[config.mk]
export PLATFORM = sky130hd
export DESIGN_NAME = distinct_color_palette_hsv_core_flat
export DESIGN_NICKNAME = d
export VERILOG_FILES = /design/src/design/dcp_pkg.sv /design/src/design/dcp_if.sv /design/src/design/dcp_cfg_regs.sv /design/src/design/distinct_color_palette_hsv_core.sv /design/src/flat_wrapper.sv
export SDC_FILE = /design/constraint.sdc
export NUM_CORES = 2
export LEC_CHECK = 0
export BUFFER_PORTS_ARGS = -buffer_cell sky130_fd_sc_hd__buf_2
export CELL_PAD_IN_SITES_DETAIL_PLACEMENT = 1
export CELL_PAD_IN_SITES_GLOBAL_PLACEMENT = 1
export CORE_AREA = 4 4 431 433
export CTS_CLUSTER_SIZE = 16
export DETAILED_ROUTE_END_ITERATION = 8
export DIE_AREA = 0 0 435 437
export MAX_ROUTING_LAYER = met4
export PLACE_DENSITY = 0.71
export SLEW_MARGIN = 30
export SYNTH_ARGS = -nofsm -noshare
export SYNTH_HDL_FRONTEND = slang
export SYNTH_SLANG_ARGS = --single-unit
[constraint.sdc]
create_clock -name clk -period 9.5 [get_ports clk]
set_input_delay 0.475 -clock clk [delete_from_list [all_inputs] [get_ports clk]]
set_output_delay 0.475 -clock clk [all_outputs]
set_load 0.05 [all_outputs]
[src/design/dcp_pkg.sv]
package dcp_pkg;

	// Default fixed-point precision of the channels and the HSV registers.
	localparam int FRAC_BITS_DEFAULT = 16;

	// Fixed widths of the color index and of the 0.32 hue fraction.
	localparam int IDX_W = 16;
	localparam int HUE_W = 32;

	// Golden-ratio conjugate in 0.32 fixed point.
	localparam logic [HUE_W-1:0] GOLD_Q32 = 32'h9E37_79B9;

	// Reset levels in percent of full scale, rounded to the nearest code.
	localparam int SAT_RESET_PCT  = 95;
	localparam int GRAY_RESET_PCT = 83;

	localparam int CFG_IDX_W = 2;

	typedef enum logic [CFG_IDX_W-1:0] {
		CFG_SATURATION = 2'd0,
		CFG_BRIGHTNESS = 2'd1,
		CFG_GRAY_LEVEL = 2'd2
	} cfg_reg_t;

	// The six hue sectors, named by the primary and secondary colors that bound them.
	typedef enum logic [2:0] {
		SEXT_R_Y = 3'd0,
		SEXT_Y_G = 3'd1,
		SEXT_G_C = 3'd2,
		SEXT_C_B = 3'd3,
		SEXT_B_M = 3'd4,
		SEXT_M_R = 3'd5
	} sextant_t;

endpackage

[src/design/dcp_if.sv]
interface dcp_index_if;
	logic                      valid;
	logic                      ready;
	logic [dcp_pkg::IDX_W-1:0] color_index;

	modport source (output valid, output color_index, input ready);
	modport sink   (input valid, input color_index, output ready);
endinterface

interface dcp_rgb_if #(
	parameter int FRAC_BITS = dcp_pkg::FRAC_BITS_DEFAULT
);
	logic               valid;
	logic               ready;
	logic [FRAC_BITS:0] red;
	logic [FRAC_BITS:0] green;
	logic [FRAC_BITS:0] blue;

	modport source (output valid, output red, output green, output blue, input ready);
	modport sink   (input valid, input red, input green, input blue, output ready);
endinterface

[src/design/dcp_cfg_regs.sv]
module dcp_cfg_regs #(
	parameter int FRAC_BITS = dcp_pkg::FRAC_BITS_DEFAULT
) (
	input  logic                          clk,
	input  logic                          arst_n,
	input  logic                          cfg_we,
	input  logic [dcp_pkg::CFG_IDX_W-1:0] cfg_index,
	input  logic [FRAC_BITS:0]            cfg_data,
	output logic [FRAC_BITS:0]            sat,
	output logic [FRAC_BITS:0]            val,
	output logic [FRAC_BITS:0]            gray
);

	localparam int CW = FRAC_BITS + 1;
	localparam logic [FRAC_BITS:0] ONE = {1'b1, {FRAC_BITS{1'b0}}};
	localparam logic [FRAC_BITS:0] SAT_RST =
		CW'((dcp_pkg::SAT_RESET_PCT * (1 << FRAC_BITS) + 50) / 100);
	localparam logic [FRAC_BITS:0] GRAY_RST =
		CW'((dcp_pkg::GRAY_RESET_PCT * (1 << FRAC_BITS) + 50) / 100);

	logic [FRAC_BITS:0] sat_q;
	logic [FRAC_BITS:0] val_q;
	logic [FRAC_BITS:0] gray_q;
	logic [FRAC_BITS:0] data_clamped;

	// Levels above full scale are stored as full scale, so no reader clamps.
	assign data_clamped = (cfg_data > ONE) ? ONE : cfg_data;

	always_ff @(posedge clk or negedge arst_n) begin
		if (!arst_n) begin
			sat_q  <= SAT_RST;
			val_q  <= ONE;
			gray_q <= GRAY_RST;
		end else if (cfg_we) begin
			unique case (dcp_pkg::cfg_reg_t'(cfg_index))
				dcp_pkg::CFG_SATURATION: sat_q  <= data_clamped;
				dcp_pkg::CFG_BRIGHTNESS: val_q  <= data_clamped;
				dcp_pkg::CFG_GRAY_LEVEL: gray_q <= data_clamped;
				default: begin
				end
			endcase
		end
	end

	assign sat  = sat_q;
	assign val  = val_q;
	assign gray = gray_q;

endmodule

[src/design/distinct_color_palette_hsv_core.sv]
// Distinct-color palette core: every color index request returns one RGB triple whose
// channels run from 0 to 2^FRAC_BITS (full scale). Index zero returns the gray level
// register on all three channels; index n > 0 walks the hue circle in golden-ratio
// steps and converts it to RGB with the saturation and brightness registers. The core
// takes one request per clock while the output side is ready, and each result passes
// through the five register stages of the datapath (hue multiply, sector split, the
// three saturation products, the two brightness products, and the output register).
// Each stage holds its own valid bit and fills whenever it is empty or the stage
// after it moves or is empty, so a stall at the output only backs up as far as the
// first empty stage. Registers are written through the plain write port and may
// only be changed while no request is in flight.
module distinct_color_palette_hsv_core #(
	parameter int FRAC_BITS = dcp_pkg::FRAC_BITS_DEFAULT
) (
	input  logic                          clk,
	input  logic                          arst_n,
	dcp_index_if.sink                     index_chan,
	dcp_rgb_if.source                     rgb_chan,
	input  logic                          cfg_we,
	input  logic [dcp_pkg::CFG_IDX_W-1:0] cfg_index,
	input  logic [FRAC_BITS:0]            cfg_data
);

	localparam int IW = dcp_pkg::IDX_W;
	localparam int HW = dcp_pkg::HUE_W;
	localparam int PW = 2 * FRAC_BITS + 2;
	localparam logic [FRAC_BITS:0] ONE = {1'b1, {FRAC_BITS{1'b0}}};

	// Register file; stored values are already limited to full scale.
	logic [FRAC_BITS:0] sat;
	logic [FRAC_BITS:0] val;
	logic [FRAC_BITS:0] gray;

	dcp_cfg_regs #(
		.FRAC_BITS(FRAC_BITS)
	) u_cfg (
		.clk      (clk),
		.arst_n   (arst_n),
		.cfg_we   (cfg_we),
		.cfg_index(cfg_index),
		.cfg_data (cfg_data),
		.sat      (sat),
		.val      (val),
		.gray     (gray)
	);

	// Stage flow control. A stage loads when it is empty or its contents move on.
	logic v_s1, v_s2, v_s3, v_s4, v_s5;
	logic rdy1, rdy2, rdy3, rdy4, rdy5;

	assign rdy5 = !v_s5 || rgb_chan.ready;
	assign rdy4 = !v_s4 || rdy5;
	assign rdy3 = !v_s3 || rdy4;
	assign rdy2 = !v_s2 || rdy3;
	assign rdy1 = !v_s1 || rdy2;

	assign index_chan.ready = rdy1;

	always_ff @(posedge clk or negedge arst_n) begin
		if (!arst_n) begin
			v_s1 <= 1'b0;
			v_s2 <= 1'b0;
			v_s3 <= 1'b0;
			v_s4 <= 1'b0;
			v_s5 <= 1'b0;
		end else begin
			if (rdy1) v_s1 <= index_chan.valid;
			if (rdy2) v_s2 <= v_s1;
			if (rdy3) v_s3 <= v_s2;
			if (rdy4) v_s4 <= v_s3;
			if (rdy5) v_s5 <= v_s4;
		end
	end

	// Stage 1: hue fraction = low 32 bits of (index - 1) times the golden-ratio
	// conjugate. Index zero wraps here, but its hue is never used.
	logic [IW-1:0]    idx_m1;
	logic [IW+HW-1:0] hue_prod;
	logic [HW-1:0]    hue_s1;
	logic             zero_s1;

	assign idx_m1   = index_chan.color_index - IW'(1);
	assign hue_prod = {{HW{1'b0}}, idx_m1} * {{IW{1'b0}}, dcp_pkg::GOLD_Q32};

	always_ff @(posedge clk) begin
		if (rdy1 && index_chan.valid) begin
			hue_s1  <= hue_prod[HW-1:0];
			zero_s1 <= (index_chan.color_index == '0);
		end
	end

	// Stage 2: hue times six, as two shifted copies added. The integer part is the
	// sector and the top FRAC_BITS bits of the remainder are the position in it.
	logic [HW+2:0]          h6;
	logic [2:0]             sext_s2;
	logic [FRAC_BITS-1:0]   f_s2;
	logic                   zero_s2;

	assign h6 = {1'b0, hue_s1, 2'b00} + {2'b00, hue_s1, 1'b0};

	always_ff @(posedge clk) begin
		if (rdy2 && v_s1) begin
			sext_s2 <= h6[HW+2:HW];
			f_s2    <= h6[HW-1 -: FRAC_BITS];
			zero_s2 <= zero_s1;
		end
	end

	// Stage 3: the saturation products. Each term ends up at most full scale, so
	// the bit above the fraction is enough after the shift.
	logic [FRAC_BITS:0] one_m_f;
	logic [FRAC_BITS:0] one_m_s;
	logic [PW-1:0]      fs_prod;
	logic [PW-1:0]      gs_prod;
	logic [PW-1:0]      p_prod;
	logic [FRAC_BITS:0] qa_s3;
	logic [FRAC_BITS:0] ta_s3;
	logic [FRAC_BITS:0] p_s3;
	logic [2:0]         sext_s3;
	logic               zero_s3;

	assign one_m_f = ONE - {1'b0, f_s2};
	assign one_m_s = ONE - sat;
	assign fs_prod = {{(FRAC_BITS+2){1'b0}}, f_s2} * {{(FRAC_BITS+1){1'b0}}, sat};
	assign gs_prod = {{(FRAC_BITS+1){1'b0}}, one_m_f} * {{(FRAC_BITS+1){1'b0}}, sat};
	assign p_prod  = {{(FRAC_BITS+1){1'b0}}, val} * {{(FRAC_BITS+1){1'b0}}, one_m_s};

	always_ff @(posedge clk) begin
		if (rdy3 && v_s2) begin
			qa_s3   <= ONE - fs_prod[2*FRAC_BITS:FRAC_BITS];
			ta_s3   <= ONE - gs_prod[2*FRAC_BITS:FRAC_BITS];
			p_s3    <= p_prod[2*FRAC_BITS:FRAC_BITS];
			sext_s3 <= sext_s2;
			zero_s3 <= zero_s2;
		end
	end

	// Stage 4: scale the falling and rising terms by the brightness.
	logic [PW-1:0]      q_prod;
	logic [PW-1:0]      t_prod;
	logic [FRAC_BITS:0] q_s4;
	logic [FRAC_BITS:0] t_s4;
	logic [FRAC_BITS:0] p_s4;
	logic [2:0]         sext_s4;
	logic               zero_s4;

	assign q_prod = {{(FRAC_BITS+1){1'b0}}, val} * {{(FRAC_BITS+1){1'b0}}, qa_s3};
	assign t_prod = {{(FRAC_BITS+1){1'b0}}, val} * {{(FRAC_BITS+1){1'b0}}, ta_s3};

	always_ff @(posedge clk) begin
		if (rdy4 && v_s3) begin
			q_s4    <= q_prod[2*FRAC_BITS:FRAC_BITS];
			t_s4    <= t_prod[2*FRAC_BITS:FRAC_BITS];
			p_s4    <= p_s3;
			sext_s4 <= sext_s3;
			zero_s4 <= zero_s3;
		end
	end

	// Stage 5: the usual six-way HSV ordering, or the gray level for index zero.
	logic [FRAC_BITS:0] red_d;
	logic [FRAC_BITS:0] green_d;
	logic [FRAC_BITS:0] blue_d;
	logic [FRAC_BITS:0] red_s5;
	logic [FRAC_BITS:0] green_s5;
	logic [FRAC_BITS:0] blue_s5;

	always_comb begin
		if (zero_s4) begin
			red_d   = gray;
			green_d = gray;
			blue_d  = gray;
		end else begin
			case (dcp_pkg::sextant_t'(sext_s4))
				dcp_pkg::SEXT_R_Y: begin
					red_d = val;  green_d = t_s4; blue_d = p_s4;
				end
				dcp_pkg::SEXT_Y_G: begin
					red_d = q_s4; green_d = val;  blue_d = p_s4;
				end
				dcp_pkg::SEXT_G_C: begin
					red_d = p_s4; green_d = val;  blue_d = t_s4;
				end
				dcp_pkg::SEXT_C_B: begin
					red_d = p_s4; green_d = q_s4; blue_d = val;
				end
				dcp_pkg::SEXT_B_M: begin
					red_d = t_s4; green_d = p_s4; blue_d = val;
				end
				default: begin
					red_d = val;  green_d = p_s4; blue_d = q_s4;
				end
			endcase
		end
	end

	always_ff @(posedge clk) begin
		if (rdy5 && v_s4) begin
			red_s5   <= red_d;
			green_s5 <= green_d;
			blue_s5  <= blue_d;
		end
	end

	assign rgb_chan.valid = v_s5;
	assign rgb_chan.red   = red_s5;
	assign rgb_chan.green = green_s5;
	assign rgb_chan.blue  = blue_s5;

endmodule

[src/flat_wrapper.sv]
// flat-port wrapper written by rule: the top's interface ports become plain ports
module distinct_color_palette_hsv_core_flat 
#(
	parameter int FRAC_BITS = dcp_pkg::FRAC_BITS_DEFAULT
)
  (clk, arst_n, cfg_we, cfg_index, cfg_data, index_chan_valid, index_chan_color_index, index_chan_ready, rgb_chan_valid, rgb_chan_red, rgb_chan_green, rgb_chan_blue, rgb_chan_ready);
  dcp_index_if index_chan_i ();
  dcp_rgb_if #(.FRAC_BITS(FRAC_BITS)) rgb_chan_i ();
  input  logic clk;
  input  logic arst_n;
  input  logic cfg_we;
  input  logic [dcp_pkg::CFG_IDX_W-1:0] cfg_index;
  input  logic [FRAC_BITS:0] cfg_data;
  input wire logic [$bits(index_chan_i.valid)-1:0] index_chan_valid;
  input wire logic [$bits(index_chan_i.color_index)-1:0] index_chan_color_index;
  output wire logic [$bits(index_chan_i.ready)-1:0] index_chan_ready;
  output wire logic [$bits(rgb_chan_i.valid)-1:0] rgb_chan_valid;
  output wire logic [$bits(rgb_chan_i.red)-1:0] rgb_chan_red;
  output wire logic [$bits(rgb_chan_i.green)-1:0] rgb_chan_green;
  output wire logic [$bits(rgb_chan_i.blue)-1:0] rgb_chan_blue;
  input wire logic [$bits(rgb_chan_i.ready)-1:0] rgb_chan_ready;
  assign index_chan_i.valid = index_chan_valid;
  assign index_chan_i.color_index = index_chan_color_index;
  assign index_chan_ready = index_chan_i.ready;
  assign rgb_chan_valid = rgb_chan_i.valid;
  assign rgb_chan_red = rgb_chan_i.red;
  assign rgb_chan_green = rgb_chan_i.green;
  assign rgb_chan_blue = rgb_chan_i.blue;
  assign rgb_chan_i.ready = rgb_chan_ready;
  distinct_color_palette_hsv_core #(.FRAC_BITS(FRAC_BITS)) u_core (.clk(clk), .arst_n(arst_n), .index_chan(index_chan_i), .rgb_chan(rgb_chan_i), .cfg_we(cfg_we), .cfg_index(cfg_index), .cfg_data(cfg_data));
endmodule
==> out/metrics.cfg <==
[cts]
cts-htree-levels=2
postCtsHoldBufs=0
clk_pin_slew_ps=60
cts_setup_buffers=0
clock_latency_ps=580
cts.repair.resized=0
numCtsBuffers=36
clock-sinks=270
cts_tree=done
root_buffer=clkbuf_16
cts_buffer_depth=3

[finish]
final_cell_mix=inv_1, fa_1, nand2_1
nets=8729
finalInstanceArea_um2=67750
final.fill_count=21029
layout_commonest_cell=inv_1
synthToLayoutAreaGrowth_pct=6.987
seq_area_um2=7876
multiInputGateArea_um2=48360
drive_gt1_frac=0.05441

[logic_synthesis]
synth_nets=8815
synth_ff_type=edfxtp_1
synth-seq-area-share=0.1240
synth_edf_count=214
netlist.area_leader.share=0.3914
async_flop_share=0.2074
synth_cells=6876
synth_top_area_cell=fa_1
synth.distinct_cells=94
synthTopCellsByArea=fa_1, ha_1, edfxtp_1
synth_warnings=0
avgSynthCellArea_um2=9.209
synth_seq_cells=270
syn_area_um2=63320

[critical_path]
r2r_end=u_core.p_s3[16]$_DFFE_PP_
cp_slowest_stage_delay_ps=610
r2r_start=u_core.u_cfg.sat[1]$_DFFE_PN1P_
reg2reg_slack_ps=460
endpoint=u_core.p_s3[16]$_DFFE_PP_
path_class=register to register
crit_fanout=17
crit_start=u_core.u_cfg.sat[1]$_DFFE_PN1P_
start_kind=register
cp.required_ps=9810
slowest_stage=a2111oi_1
reg2reg_depth=33
cp_num_cells=33
crit_family=adder cells
crit_buf_inv=7
end_kind=register
critical_path_arrival_ps=9350

[sta]
finalHoldViolations=0
drv_slew=0
fmax_mhz=110.6
final-setup-viol-count=0
finClkSkew_ps=24.12
rsz0062_at_grt=no
period_needed_ps=9038
min_period_over_period=0.9513
slew_headroom=0.3509
tns_ps=0
whs_ps=57.28
tightest_slew_ps=973.7

[routing]
drc=0
wl_mm=192.6
route.met2.wl_mm=96.79
ant_nets=0
top_layer=met4
drtPass1Iterations=7
wl_per_cell_um=20.92
wl_met1_mm=80.01
drt-initial-drc-count=2635
vias=46825
vias_per_cell=5.087
dr_wl_met3_mm=7.084

[run]
drv_cap=0

[global_routing]
grt_overflow_total=0
grt_pass1_vias=53501
antenna_found_initial=1
grt_first_pass_wirelength_mm=307.7
grt_use_total=0.2113
grt_max_degree=69

[place]
dp_hpwl_mm=155.0
portBuffers=92
gp_congestion=0.9288
placed_area_um2=66460

[floorplanning]
die_h_um=437
placementRows=157
dieArea_um2=190100
ios=93
initial_core_util=0.3477
fp.dieW_um=435
core_area_um2=182100

[min_path]
min_path_type=primary input to async pin

[run_status]
status=finished clean

[Yosys cell counts, types with 21 or more instances]
cell type / number
a21o_1: 61
nand2_1: 1092
nand2b_1: 39
nand3_1: 33
edfxtp_1: 214
nor2_1: 167
xor2_1: 65
dfstp_2: 21
nor2b_1: 23
and3_1: 25
a21oi_1: 108
clkbuf_1: 313
inv_1: 1571
o21ai_0: 123
o21bai_1: 22
ha_1: 661
and2_1: 507
o21a_1: 27
nor3_1: 64
xnor2_1: 133
dfrtp_1: 35
fa_1: 1238
[through the flow]
stage | setup WS (ps) | std cells | utilization
floorplan | 908.1 | 6876 | -
global placement | 643.0 | 9136 | 0.3648
detailed placement | 307.1 | 9136 | 0.3650
CTS | 269.1 | 9202 | 0.3717
global route | 68.45 | 9203 | 0.3720
finish | 462.3 | 9205 | 0.3720
[area by class of cell]
class                           instances  share of cell area
Antenna cell                            2          0.00007388
Clock buffer                           45             0.01442
Clock inverter                         21            0.003491
Inverter                             1571             0.08705
Multi-Input combinational cell       4697              0.7139
Sequential cell                       270              0.1163
Tap cell                             2385             0.04405
Timing Repair Buffer                  214             0.02080
[sequential cells by signal, summed over array words and instances, names as in the netlist, 3 cells and up]
signal,count
u_core.f_s2,16
u_core.q_s4,17
u_core.sext_s2,3
u_core.t_s4,17
u_core.rgb_chan.red,17
u_core.u_cfg.sat,17
u_core.qa_s3,17
u_core.u_cfg.val,17
u_core.sext_s3,3
u_core.hue_s1,32
u_core.rgb_chan.green,17
u_core.p_s3,17
u_core.ta_s3,17
u_core.u_cfg.gray,17
u_core.rgb_chan.blue,17
u_core.p_s4,17
u_core.sext_s4,3
[kinds of logic after synthesis]
logic type | after synthesis | synth area share
adder cells (fa/ha/maj) | 1899 | 0.5220
AO/OA/AOI/OAI | 543 | 0.05869
multiplexers | 9 | 0.002055
flip-flops | 270 | 0.1240
AND/OR/NAND/NOR | 2048 | 0.1522
buffers and inverters | 1909 | 0.1136
XOR/XNOR | 198 | 0.02739
[worst reg2reg max path, delay by kind of cell, from the launching register on]
kind            cells  cell delay [ps]
flops               1              370
simple gates        7             1500
buf+inv             7              700
fa+ha+maj           8             3340
xor+xnor            2              220
compound gates      9             2650
[how the worst min path moves through the flow]
stage | start | to | slack (ps) | cells past startpoint
floorplan | arst_n | u_core.rgb_chan.valid$_DFFE_PN0P_ | 180 | 0
global placement | u_core.sext_s3[2]$_DFFE_PP_ | u_core.sext_s4[2]$_DFFE_PP_ | 400 | 0
detailed placement | u_core.sext_s3[2]$_DFFE_PP_ | u_core.sext_s4[2]$_DFFE_PP_ | 410 | 0
CTS | arst_n | u_core.v_s4$_DFFE_PN0P_ | 60 | 2
global route | arst_n | u_core.rgb_chan.valid$_DFFE_PN0P_ | 100 | 2
finish | arst_n | u_core.v_s4$_DFFE_PN0P_ | 60 | 2
[layer usage]
metal | track usage | up-vias
met5 | - | -
met4 | 0.07798 | 0
met3 | 0.01531 | 337
met1 | 0.2600 | 24833
li1 | - | 20623
met2 | 0.3655 | 1032
Power is left out: the tool's default activity adds up to more than one toggle a clock period on the data nets, which glitch-free logic cannot reach.
